--- config.mk ---
export PLATFORM = sky130hd
export DESIGN_NAME = serial_line_assembler_core
export DESIGN_NICKNAME = d
export VERILOG_FILES = /design/src/hw/rtl/slac_pkg.sv /design/src/hw/rtl/serial_line_assembler_core.sv /design/src/hw/rtl/slac_line_ram.sv /design/src/hw/rtl/slac_ctrl.sv
export VERILOG_INCLUDE_DIRS = /design/src /design/src/hw/rtl
export SDC_FILE = /design/constraint.sdc
export NUM_CORES = 1
export LEC_CHECK = 0
export BUFFER_PORTS_ARGS = -buffer_cell sky130_fd_sc_hd__buf_4
export CAP_MARGIN = 40
export CORE_AREA = 2 2 259 261
export DETAILED_ROUTE_END_ITERATION = 6
export DIE_AREA = 0 0 261 263
export SYNTH_ARGS = -nofsm -noshare
export SYNTH_HDL_FRONTEND = slang
export SYNTH_HIERARCHICAL = 1
export SYNTH_SLANG_ARGS = --single-unit
--- constraint.sdc ---
create_clock -name i_clk -period 5.7 [get_ports i_clk]
set_input_delay 0.855 -clock i_clk [delete_from_list [all_inputs] [get_ports i_clk]]
set_output_delay 0.855 -clock i_clk [all_outputs]
set_load 0.02 [all_outputs]
--- src/hw/rtl/serial_line_assembler_core_macros.svh ---
// ----------------------------------------------------------------------------
// Assertion macros for the serial line assembler
// Shared concurrent check forms; each use takes a label, clock and active-low
// reset, then antecedent and consequent.
// ----------------------------------------------------------------------------
`ifndef SERIAL_LINE_ASSEMBLER_CORE_MACROS_SVH
`define SERIAL_LINE_ASSEMBLER_CORE_MACROS_SVH

// same-cycle implication
`define SLAC_ASSERT_IMP(label, clk, rst_n, ante, cons) \
    label: assert property (@(posedge clk) disable iff (!(rst_n)) (ante) |-> (cons)) \
        else $error("slac: same-cycle check failed");

// next-cycle implication
`define SLAC_ASSERT_NXT(label, clk, rst_n, ante, cons) \
    label: assert property (@(posedge clk) disable iff (!(rst_n)) (ante) |=> (cons)) \
        else $error("slac: next-cycle check failed");

`endif

--- src/hw/rtl/slac_pkg.sv ---
// ----------------------------------------------------------------------------
// slac_pkg
// Types and constants shared by the serial line assembler modules.
// ----------------------------------------------------------------------------
`default_nettype none

package slac_pkg;

    localparam int LINE_MAX  = 64;
    localparam int CNT_W     = $clog2(LINE_MAX);
    localparam int CHAR_W    = 8;
    localparam int WIDE_W    = (CNT_W > CHAR_W) ? CNT_W : CHAR_W;
    localparam int IN_DATA_W  = 16;
    localparam int OUT_DATA_W = 24;

    typedef logic [1:0] t_cmd;

    localparam t_cmd CMD_RECEIVE    = 2'd0;
    localparam t_cmd CMD_READ       = 2'd1;
    localparam t_cmd CMD_CLEAR_OVF  = 2'd2;
    localparam t_cmd CMD_SOFT_RESET = 2'd3;

    localparam logic [CHAR_W-1:0] CHAR_CR = 8'h0D;
    localparam logic [CHAR_W-1:0] CHAR_LF = 8'h0A;

    typedef struct packed {
        logic              is_line_char;
        logic [CHAR_W-1:0] line_char;
        logic              last;
        logic [CHAR_W-1:0] line_length;
        logic              line_ready;
        logic              overflowed;
    } t_result;

    function automatic logic is_eol(input logic [CHAR_W-1:0] c);
        return (c == CHAR_CR) || (c == CHAR_LF);
    endfunction

endpackage

`default_nettype wire

--- src/hw/rtl/serial_line_assembler_core.sv ---
// ----------------------------------------------------------------------------
// serial_line_assembler_core
// Collects received bytes into one text line held in a line store and
// streams the line back on request, followed by a terminator transfer.
// ----------------------------------------------------------------------------
//
//  Channel  Dir  Signals                       Carries
//  s_axis   in   tvalid tready tdata tuser     command (tuser), rx_char, max_length
//  m_axis   out  tvalid tready tdata tuser     result: char/terminator or status
//                tlast                         tlast marks the final transfer
//
// Receive, clear-overflow, soft-reset and a read with no line ready or a zero
// max_length each return one status transfer; a new command is taken every
// cycle while the output is free and no read is in progress. A read that copies
// n > 0 characters holds s_axis while it starts the first store read, returns
// each character and then the terminator; a terminator-only read sends just that.
// Reset is synchronous, active low; it clears the flags and counters but not
// the line store, which is only ever read where it has been written.
// A stalled m_axis holds its transfer; the sequencer pauses the store reads.
// ----------------------------------------------------------------------------
`default_nettype none

module serial_line_assembler_core (
    input  wire logic                              i_clk,
    input  wire logic                              i_rst_n,
    input  wire logic                              s_axis_tvalid,
    output logic                                   s_axis_tready,
    // [7:0] rx_char, [15:8] max_length
    input  wire logic [slac_pkg::IN_DATA_W-1:0]    s_axis_tdata,
    // [1:0] command
    input  wire logic [1:0]                        s_axis_tuser,
    output logic                                   m_axis_tvalid,
    input  wire logic                              m_axis_tready,
    // [7:0] line_char, [15:8] line_length, [16] line_ready, [17] overflowed
    output logic      [slac_pkg::OUT_DATA_W-1:0]   m_axis_tdata,
    // [0] is_line_char
    output logic                                   m_axis_tuser,
    output logic                                   m_axis_tlast
);

    import slac_pkg::*;

    // result register between the sequencer and the master side
    logic    r_m_valid;
    t_result r_m;

    logic    res_free;
    logic    res_load;
    t_result res;

    logic              ram_we;
    logic [CNT_W-1:0]  ram_waddr;
    logic [CHAR_W-1:0] ram_wdata;
    logic              ram_re;
    logic [CNT_W-1:0]  ram_raddr;
    logic [CHAR_W-1:0] ram_rdata;

    assign res_free = !r_m_valid || m_axis_tready;

    slac_ctrl u_ctrl (
        .i_clk       (i_clk),
        .i_rst_n     (i_rst_n),
        .i_in_valid  (s_axis_tvalid),
        .o_in_ready  (s_axis_tready),
        .i_cmd       (s_axis_tuser),
        .i_rx_char   (s_axis_tdata[7:0]),
        .i_max_len   (s_axis_tdata[15:8]),
        .i_res_free  (res_free),
        .o_res_load  (res_load),
        .o_res       (res),
        .o_ram_we    (ram_we),
        .o_ram_waddr (ram_waddr),
        .o_ram_wdata (ram_wdata),
        .o_ram_re    (ram_re),
        .o_ram_raddr (ram_raddr),
        .i_ram_rdata (ram_rdata)
    );

    slac_line_ram #(
        .WIDTH (CHAR_W),
        .DEPTH (LINE_MAX)
    ) u_line_ram (
        .i_clk   (i_clk),
        .i_we    (ram_we),
        .i_waddr (ram_waddr),
        .i_wdata (ram_wdata),
        .i_re    (ram_re),
        .i_raddr (ram_raddr),
        .o_rdata (ram_rdata)
    );

    always_ff @(posedge i_clk) begin
        if (!i_rst_n) begin
            r_m_valid <= 1'b0;
        end else if (res_load) begin
            r_m_valid <= 1'b1;
        end else if (m_axis_tready) begin
            r_m_valid <= 1'b0;
        end
    end

    // payload: no reset needed
    always_ff @(posedge i_clk) begin
        if (res_load) begin
            r_m <= res;
        end
    end

    assign m_axis_tvalid = r_m_valid;
    assign m_axis_tuser  = r_m.is_line_char;
    assign m_axis_tlast  = r_m.last;
    assign m_axis_tdata  = {6'b0, r_m.overflowed, r_m.line_ready,
                            r_m.line_length, r_m.line_char};

endmodule

`default_nettype wire

--- src/hw/rtl/slac_line_ram.sv ---
// ----------------------------------------------------------------------------
// slac_line_ram
// Simple dual-port line store: one write port, one read port with a
// registered output that holds while no read is issued.
// ----------------------------------------------------------------------------
`default_nettype none

module slac_line_ram #(
    parameter int WIDTH = 8,
    parameter int DEPTH = 64,
    parameter int AW    = $clog2(DEPTH)
) (
    input  wire logic             i_clk,
    input  wire logic             i_we,
    input  wire logic [AW-1:0]    i_waddr,
    input  wire logic [WIDTH-1:0] i_wdata,
    input  wire logic             i_re,
    input  wire logic [AW-1:0]    i_raddr,
    output logic      [WIDTH-1:0] o_rdata
);

    logic [WIDTH-1:0] r_mem [DEPTH];

    always_ff @(posedge i_clk) begin
        if (i_we) begin
            r_mem[i_waddr] <= i_wdata;
        end
    end

    always_ff @(posedge i_clk) begin
        if (i_re) begin
            o_rdata <= r_mem[i_raddr];
        end
    end

endmodule

`default_nettype wire

--- src/hw/rtl/slac_ctrl.sv ---
// ----------------------------------------------------------------------------
// slac_ctrl
// Line state, command decode and the read sequencer that walks the store.
// ----------------------------------------------------------------------------
`default_nettype none
`include "serial_line_assembler_core_macros.svh"

module slac_ctrl (
    input  wire logic                          i_clk,
    input  wire logic                          i_rst_n,
    input  wire logic                          i_in_valid,
    output logic                               o_in_ready,
    input  wire slac_pkg::t_cmd                i_cmd,
    input  wire logic [slac_pkg::CHAR_W-1:0]   i_rx_char,
    input  wire logic [slac_pkg::CHAR_W-1:0]   i_max_len,
    input  wire logic                          i_res_free,
    output logic                               o_res_load,
    output slac_pkg::t_result                  o_res,
    output logic                               o_ram_we,
    output logic      [slac_pkg::CNT_W-1:0]    o_ram_waddr,
    output logic      [slac_pkg::CHAR_W-1:0]   o_ram_wdata,
    output logic                               o_ram_re,
    output logic      [slac_pkg::CNT_W-1:0]    o_ram_raddr,
    input  wire logic [slac_pkg::CHAR_W-1:0]   i_ram_rdata
);

    import slac_pkg::*;

    typedef logic [WIDE_W-1:0] t_wide;

    localparam logic ST_IDLE = 1'b0;
    localparam logic ST_READ = 1'b1;

    localparam logic [CNT_W-1:0] CNT_FULL = CNT_W'(LINE_MAX - 1);

    logic             r_state, n_state;
    logic [CNT_W-1:0] r_cnt, n_cnt;
    logic             r_ready, n_ready;
    logic             r_ovf, n_ovf;
    logic             r_disc, n_disc;
    logic [CNT_W-1:0] r_rd_n, n_rd_n;
    logic [CNT_W-1:0] r_rd_ptr, n_rd_ptr;
    logic             r_dv, n_dv;

    logic             accept;
    logic             status;
    logic             rd_move;
    logic             rd_issue;
    t_wide            cnt_w;
    t_wide            max_w;
    t_wide            len_w;
    t_wide            rd_n_w;
    logic [CNT_W-1:0] rd_len;

    assign o_in_ready = (r_state == ST_IDLE) && i_res_free;
    assign accept     = i_in_valid && o_in_ready;

    // read length: line cut to max_length-1
    assign cnt_w  = t_wide'(r_cnt);
    assign max_w  = t_wide'(i_max_len);
    assign len_w  = (cnt_w >= max_w) ? (max_w - t_wide'(1)) : cnt_w;
    assign rd_len = len_w[CNT_W-1:0];
    assign rd_n_w = t_wide'(r_rd_n);

    assign rd_move  = (r_state == ST_READ) && r_dv && i_res_free;
    assign rd_issue = (r_state == ST_READ) && (r_rd_ptr != r_rd_n) && (!r_dv || rd_move);

    always_comb begin
        n_state     = r_state;
        n_cnt       = r_cnt;
        n_ready     = r_ready;
        n_ovf       = r_ovf;
        n_disc      = r_disc;
        n_rd_n      = r_rd_n;
        n_rd_ptr    = r_rd_ptr;
        n_dv        = r_dv;
        status      = 1'b0;
        o_ram_we    = 1'b0;
        o_ram_waddr = r_cnt;
        o_ram_wdata = i_rx_char;
        o_ram_re    = 1'b0;
        o_ram_raddr = r_rd_ptr;
        o_res_load  = 1'b0;
        o_res       = '0;

        unique case (r_state)
            ST_IDLE: begin
                if (accept) begin
                    status = 1'b1;
                    unique case (i_cmd)
                        CMD_RECEIVE: begin
                            priority if (r_ready) begin
                                // line waiting: byte dropped
                            end else if (r_disc) begin
                                if (is_eol(i_rx_char)) begin
                                    n_disc = 1'b0;
                                    n_cnt  = '0;
                                end
                            end else if (is_eol(i_rx_char)) begin
                                if (r_cnt != '0) begin
                                    n_ready = 1'b1;
                                end
                            end else if (r_cnt != CNT_FULL) begin
                                o_ram_we = 1'b1;
                                n_cnt    = r_cnt + CNT_W'(1);
                            end else begin
                                n_ovf  = 1'b1;
                                n_disc = 1'b1;
                                n_cnt  = '0;
                            end
                        end
                        CMD_READ: begin
                            if (r_ready && (i_max_len != '0)) begin
                                status   = 1'b0;
                                n_rd_n   = rd_len;
                                n_rd_ptr = '0;
                                n_dv     = 1'b0;
                                n_cnt    = '0;
                                n_ready  = 1'b0;
                                n_state  = ST_READ;
                            end
                        end
                        CMD_CLEAR_OVF: begin
                            n_ovf = 1'b0;
                        end
                        CMD_SOFT_RESET: begin
                            n_cnt   = '0;
                            n_ready = 1'b0;
                            n_ovf   = 1'b0;
                            n_disc  = 1'b0;
                        end
                    endcase
                end
                if (status) begin
                    o_res_load        = 1'b1;
                    o_res.last        = 1'b1;
                    o_res.line_ready  = n_ready;
                    o_res.overflowed  = n_ovf;
                end
            end
            ST_READ: begin
                if (rd_move) begin
                    o_res_load         = 1'b1;
                    o_res.is_line_char = 1'b1;
                    o_res.line_char    = i_ram_rdata;
                    o_res.line_ready   = r_ready;
                    o_res.overflowed   = r_ovf;
                end else if ((r_rd_ptr == r_rd_n) && !r_dv && i_res_free) begin
                    // terminator item closes the read
                    o_res_load         = 1'b1;
                    o_res.is_line_char = 1'b1;
                    o_res.last         = 1'b1;
                    o_res.line_length  = rd_n_w[CHAR_W-1:0];
                    o_res.line_ready   = r_ready;
                    o_res.overflowed   = r_ovf;
                    n_state            = ST_IDLE;
                end
                if (rd_issue) begin
                    o_ram_re = 1'b1;
                    n_rd_ptr = r_rd_ptr + CNT_W'(1);
                end
                n_dv = rd_issue || (r_dv && !rd_move);
            end
        endcase
    end

    always_ff @(posedge i_clk) begin
        if (!i_rst_n) begin
            r_state  <= ST_IDLE;
            r_cnt    <= '0;
            r_ready  <= 1'b0;
            r_ovf    <= 1'b0;
            r_disc   <= 1'b0;
            r_rd_n   <= '0;
            r_rd_ptr <= '0;
            r_dv     <= 1'b0;
        end else begin
            r_state  <= n_state;
            r_cnt    <= n_cnt;
            r_ready  <= n_ready;
            r_ovf    <= n_ovf;
            r_disc   <= n_disc;
            r_rd_n   <= n_rd_n;
            r_rd_ptr <= n_rd_ptr;
            r_dv     <= n_dv;
        end
    end

    `SLAC_ASSERT_IMP(a_disc_empty, i_clk, i_rst_n, r_disc, r_cnt == '0)
    `SLAC_ASSERT_IMP(a_ready_line, i_clk, i_rst_n, r_ready, (r_cnt != '0) && !r_disc)
    `SLAC_ASSERT_IMP(a_ptr_bound, i_clk, i_rst_n, r_state == ST_READ, r_rd_ptr <= r_rd_n)
    `SLAC_ASSERT_NXT(a_last_idle, i_clk, i_rst_n, o_res_load && o_res.last, !r_dv && (r_state == ST_IDLE))

endmodule

`default_nettype wire
==> impl_metrics.yaml <==
worst_hold_path:
  holdPathStages: 2
  whs_endpoint: "u_ctrl/r_rd_n[2]$_SDFFE_PN0P_"
  min_path_type: "reg -> reg"
  min_from: "u_ctrl/r_rd_n[2]$_SDFFE_PN0P_"
synthesis:
  yosys-top-cells-area: "edfxtp_1 (71%), mux4_2 (12%), dfxtp_1 (2.1%)"
  ys.warnings.count: 6
  syn_area_per_cell_um2: 18.9
  ys_async_sr_fraction_pct: 0
  synth_cell_types: 79
  muxShareOfSynthArea_pct: 14.1
  ys_ff_latch: 564
  synthFlopType: "edfxtp_1"
  synthCells: 1207
  synth-seq-area-share_pct: 73.2
  synth_edf_count: 540
  synth_top_cell_by_area: "edfxtp_1"
  synth_top_area_share_pct: 71.1
  synth_compound_area_share_pct: 3.72
  yosys.area_share.adder_pct: 0.549
  synth_simple_gate_area_share_pct: 5.62
  synth_top_family_by_area: "multiplexers"
  syn_area_um2: 22800
  synth_xor_area_share_pct: 0.499
global_route:
  busiest_layer: "met2"
  met1_usage_pct: 21.7
  track_usage_pct: 15.5
  antenna_found_initial: 0
  grt_pass1_wl_um: 78600
  use_met2_pct: 24.0
  met3_usage_pct: 3.33
  gr-total-overflow: 0
  grt_max_degree: 67
  grt_pass1_vias: 11830
clocking:
  cts.path.max_buffers: 3
  cts-root-buf: "clkbuf_16"
  clock_latency_ns: 0.62
  hold_buffers: 0
  cts_resized: 0
  cts_tree: "built"
  cts_sinks: 564
  post_cts_buffers: 0
  h-tree-depth: 2
  cts_buffers: 56
  clkTransAtPathRegs_ns: 0.06
pwr:
  p_comb_share_pct: 2.0
  ir_worst_vdd_uv: 207
  pwr-share-seq_pct: 55.0
  pwr_density_cell_nw_per_um2: 317
  cellLeakagePower_nw: 8.05
  p_sw_mw: 1.65
  intPower_mw: 6.63
  p_clk_share_pct: 43.1
  switching_share_pct: 19.9
setup_path:
  r2r-end: "u_line_ram/r_mem[60][1]$_DFFE_PP_"
  crit_start: "s_axis_tdata[2]"
  setup.worst_path.start_class: "primary input"
  critical_path_required_ns: 5.94
  r2r_start: "u_ctrl/o_ram_waddr[1]$_SDFFE_PN0P_"
  worstPathMaxFanout: 66
  crit_type: "in -> reg"
  reg2reg_slack_ns: 2.20
  arrival_ns: 4.18
  crit_path_end_kind: "register"
  worstRegToRegCells: 8
route:
  vias: 11753
  viasPerCell: 5.29
  ant_nets: 0
  wl_um: 52400
  avgRoutedWirePerCell_um: 23.6
  drtIter0Drc: 1298
  drc: 0
  firstDrtPassIters: 5
sta:
  slew_violations: 0
  post-route-period-util_pct: 69.1
  fmax_mhz: 254
  setup_violations: 0
  tns_ns: 0
  period_needed_ns: 3.94
  finalHoldViolations: 0
  slew_headroom_pct: 42.9
  worst_pin_slew_ns: 0.857
  clock-skew-final_ns: 0.0204
  rsz0062_at_grt: "no"
  whs_ns: 0.515
job:
  drv_cap: 0
layout:
  nNetsFinal: 1348
  fin_util_pct: 39.8
  syn_to_final_growth_pct: 14.6
  drive_gt1_share_pct: 26.7
  final_cell_area_um2: 26100
  n_antenna_cell: 0
placement:
  placed_cell_area_um2: 24400
  dp_hpwl_um: 32000
  port_buffers: 43
  finalWeightedCongestion: 0.815
floorplanning:
  pin_count: 50
  die_area_um2: 68600
  fp.dieW_um: 261
  start_util_pct: 34.8
  std_cell_rows: 94
  die-height_um: 263
  core-area_um2: 65600
run_status:
  status: "finished clean"
## worst max-delay path by stage
stage                     slack (ns)                                 to  cells after the start
after CTS                       1.75  u_line_ram/r_mem[60][0]$_DFFE_PP_                      9
final                           1.76  u_line_ram/r_mem[60][1]$_DFFE_PP_                      9
after floorplan                 2.44  u_line_ram/r_mem[54][0]$_DFFE_PP_                      7
after global placement          1.30  u_line_ram/r_mem[28][0]$_DFFE_PP_                      9
after detailed placement        1.14  u_line_ram/r_mem[60][0]$_DFFE_PP_                      9
after global routing            1.49  u_line_ram/r_mem[40][2]$_DFFE_PP_                      9
## layout make-up
class                           instances  area [µm²]
Tap cell                              864        1080
Multi-Input combinational cell        562        5630
Timing Repair Buffer                  120         921
Clock inverter                         36         308
Clock buffer                           65        1460
Inverter                               12        45.0
Sequential cell                       564       16700
Fill cell                            5875       39500
## Yosys cell counts, types with 4 or more instances
| master | count |
|---|---|
| buf_4 | 29 |
| a221oi_1 | 6 |
| a211oi_1 | 9 |
| ha_1 | 10 |
| buf_2 | 14 |
| xnor2_1 | 7 |
| dfxtp_1 | 24 |
| clkbuf_1 | 22 |
| inv_1 | 11 |
| nor2_1 | 97 |
| o221ai_1 | 8 |
| edfxtp_1 | 540 |
| nand3_1 | 30 |
| nor2b_1 | 15 |
| mux2_2 | 14 |
| o211ai_1 | 4 |
| o22ai_1 | 8 |
| nor3_1 | 12 |
| and2_1 | 17 |
| o221a_2 | 4 |
| o21a_1 | 4 |
| buf_6 | 4 |
| nand2_1 | 37 |
| nor4_1 | 6 |
| mux2i_1 | 23 |
| xor2_1 | 6 |
| nand4_1 | 6 |
| and3_1 | 5 |
| o21ai_0 | 9 |
| nand2b_1 | 10 |
| o2111ai_1 | 4 |
| nand3b_1 | 5 |
| a21oi_1 | 13 |
| mux4_2 | 126 |
## critical path, stage by stage
cell and delay (ns):
buf_4 0.57, nor3b_1 0.11, o211ai_1 0.44, nand3_1 0.28, nor3_1 0.27, buf_4 0.22
nor2b_1 0.27, nand2_1 0.44, nor2_1 0.69
## per-layer routing
layer,vias up,wire [µm]
li1,5114,-
met1,6124,22700
met2,442,24600
met3,73,3850
met4,0,1280
met5,-,0
## layout by cell type, fill, tap and decap left out, types with 14 or more instances in the layout
| cell | instances |
|---|---|
| and2_1 | 17 |
| mux2i_1 | 23 |
| clkinv_1 | 14 |
| mux4_2 | 126 |
| nor2b_1 | 15 |
| mux2_2 | 14 |
| buf_4 | 118 |
| nand2_1 | 37 |
| edfxtp_1 | 540 |
| dfxtp_1 | 20 |
| nand3_1 | 30 |
| clkbuf_16 | 57 |
| nor2_1 | 97 |
## power groups by stage
stage / combinational, mW / sequential [mW] / clock, mW
2_1_floorplan: 0.0775 / 4.65 / 0
3_3_place_gp: 0.164 / 4.64 / 0
3_5_place_dp: 0.166 / 4.64 / 0
4_1_cts: 0.166 / 4.55 / 3.65
5_1_grt: 0.179 / 4.55 / 3.82
6_report: 0.162 / 4.55 / 3.57
## sequential cells by signal, summed over array words and instances (netlist names)
signal,flops
m_axis_tvalid,1
m_axis_tlast,1
u_line_ram/r_mem,512
u_ctrl/r_ready,1
u_ctrl/r_rd_n,6
u_ctrl/o_ram_raddr,6
u_line_ram/o_rdata,8
m_axis_tdata,18
u_ctrl/o_ram_waddr,6
u_ctrl/r_disc,1
m_axis_tuser,1
u_ctrl/r_ovf,1
u_ctrl/r_dv,1
u_ctrl/r_state,1
## logic make-up after synthesis
logic type / after synthesis
flip-flops: 564
AO/OA/AOI/OAI: 110
buffers and inverters: 87
multiplexers: 163
adder cells (fa/ha/maj): 10
XOR/XNOR: 13
other: 2
AND/OR/NAND/NOR: 258
## per-stage QoR
stage,instances,setup slack (ns),power (mW)
3_5_place_dp,2122,1.14,4.80
5_1_grt,2223,1.49,8.55
6_report,2223,1.76,8.28
4_1_cts,2223,1.75,8.37
3_3_place_gp,2120,1.30,4.80
2_1_floorplan,1213,2.44,4.72
(Power assumes the default switching activity.)
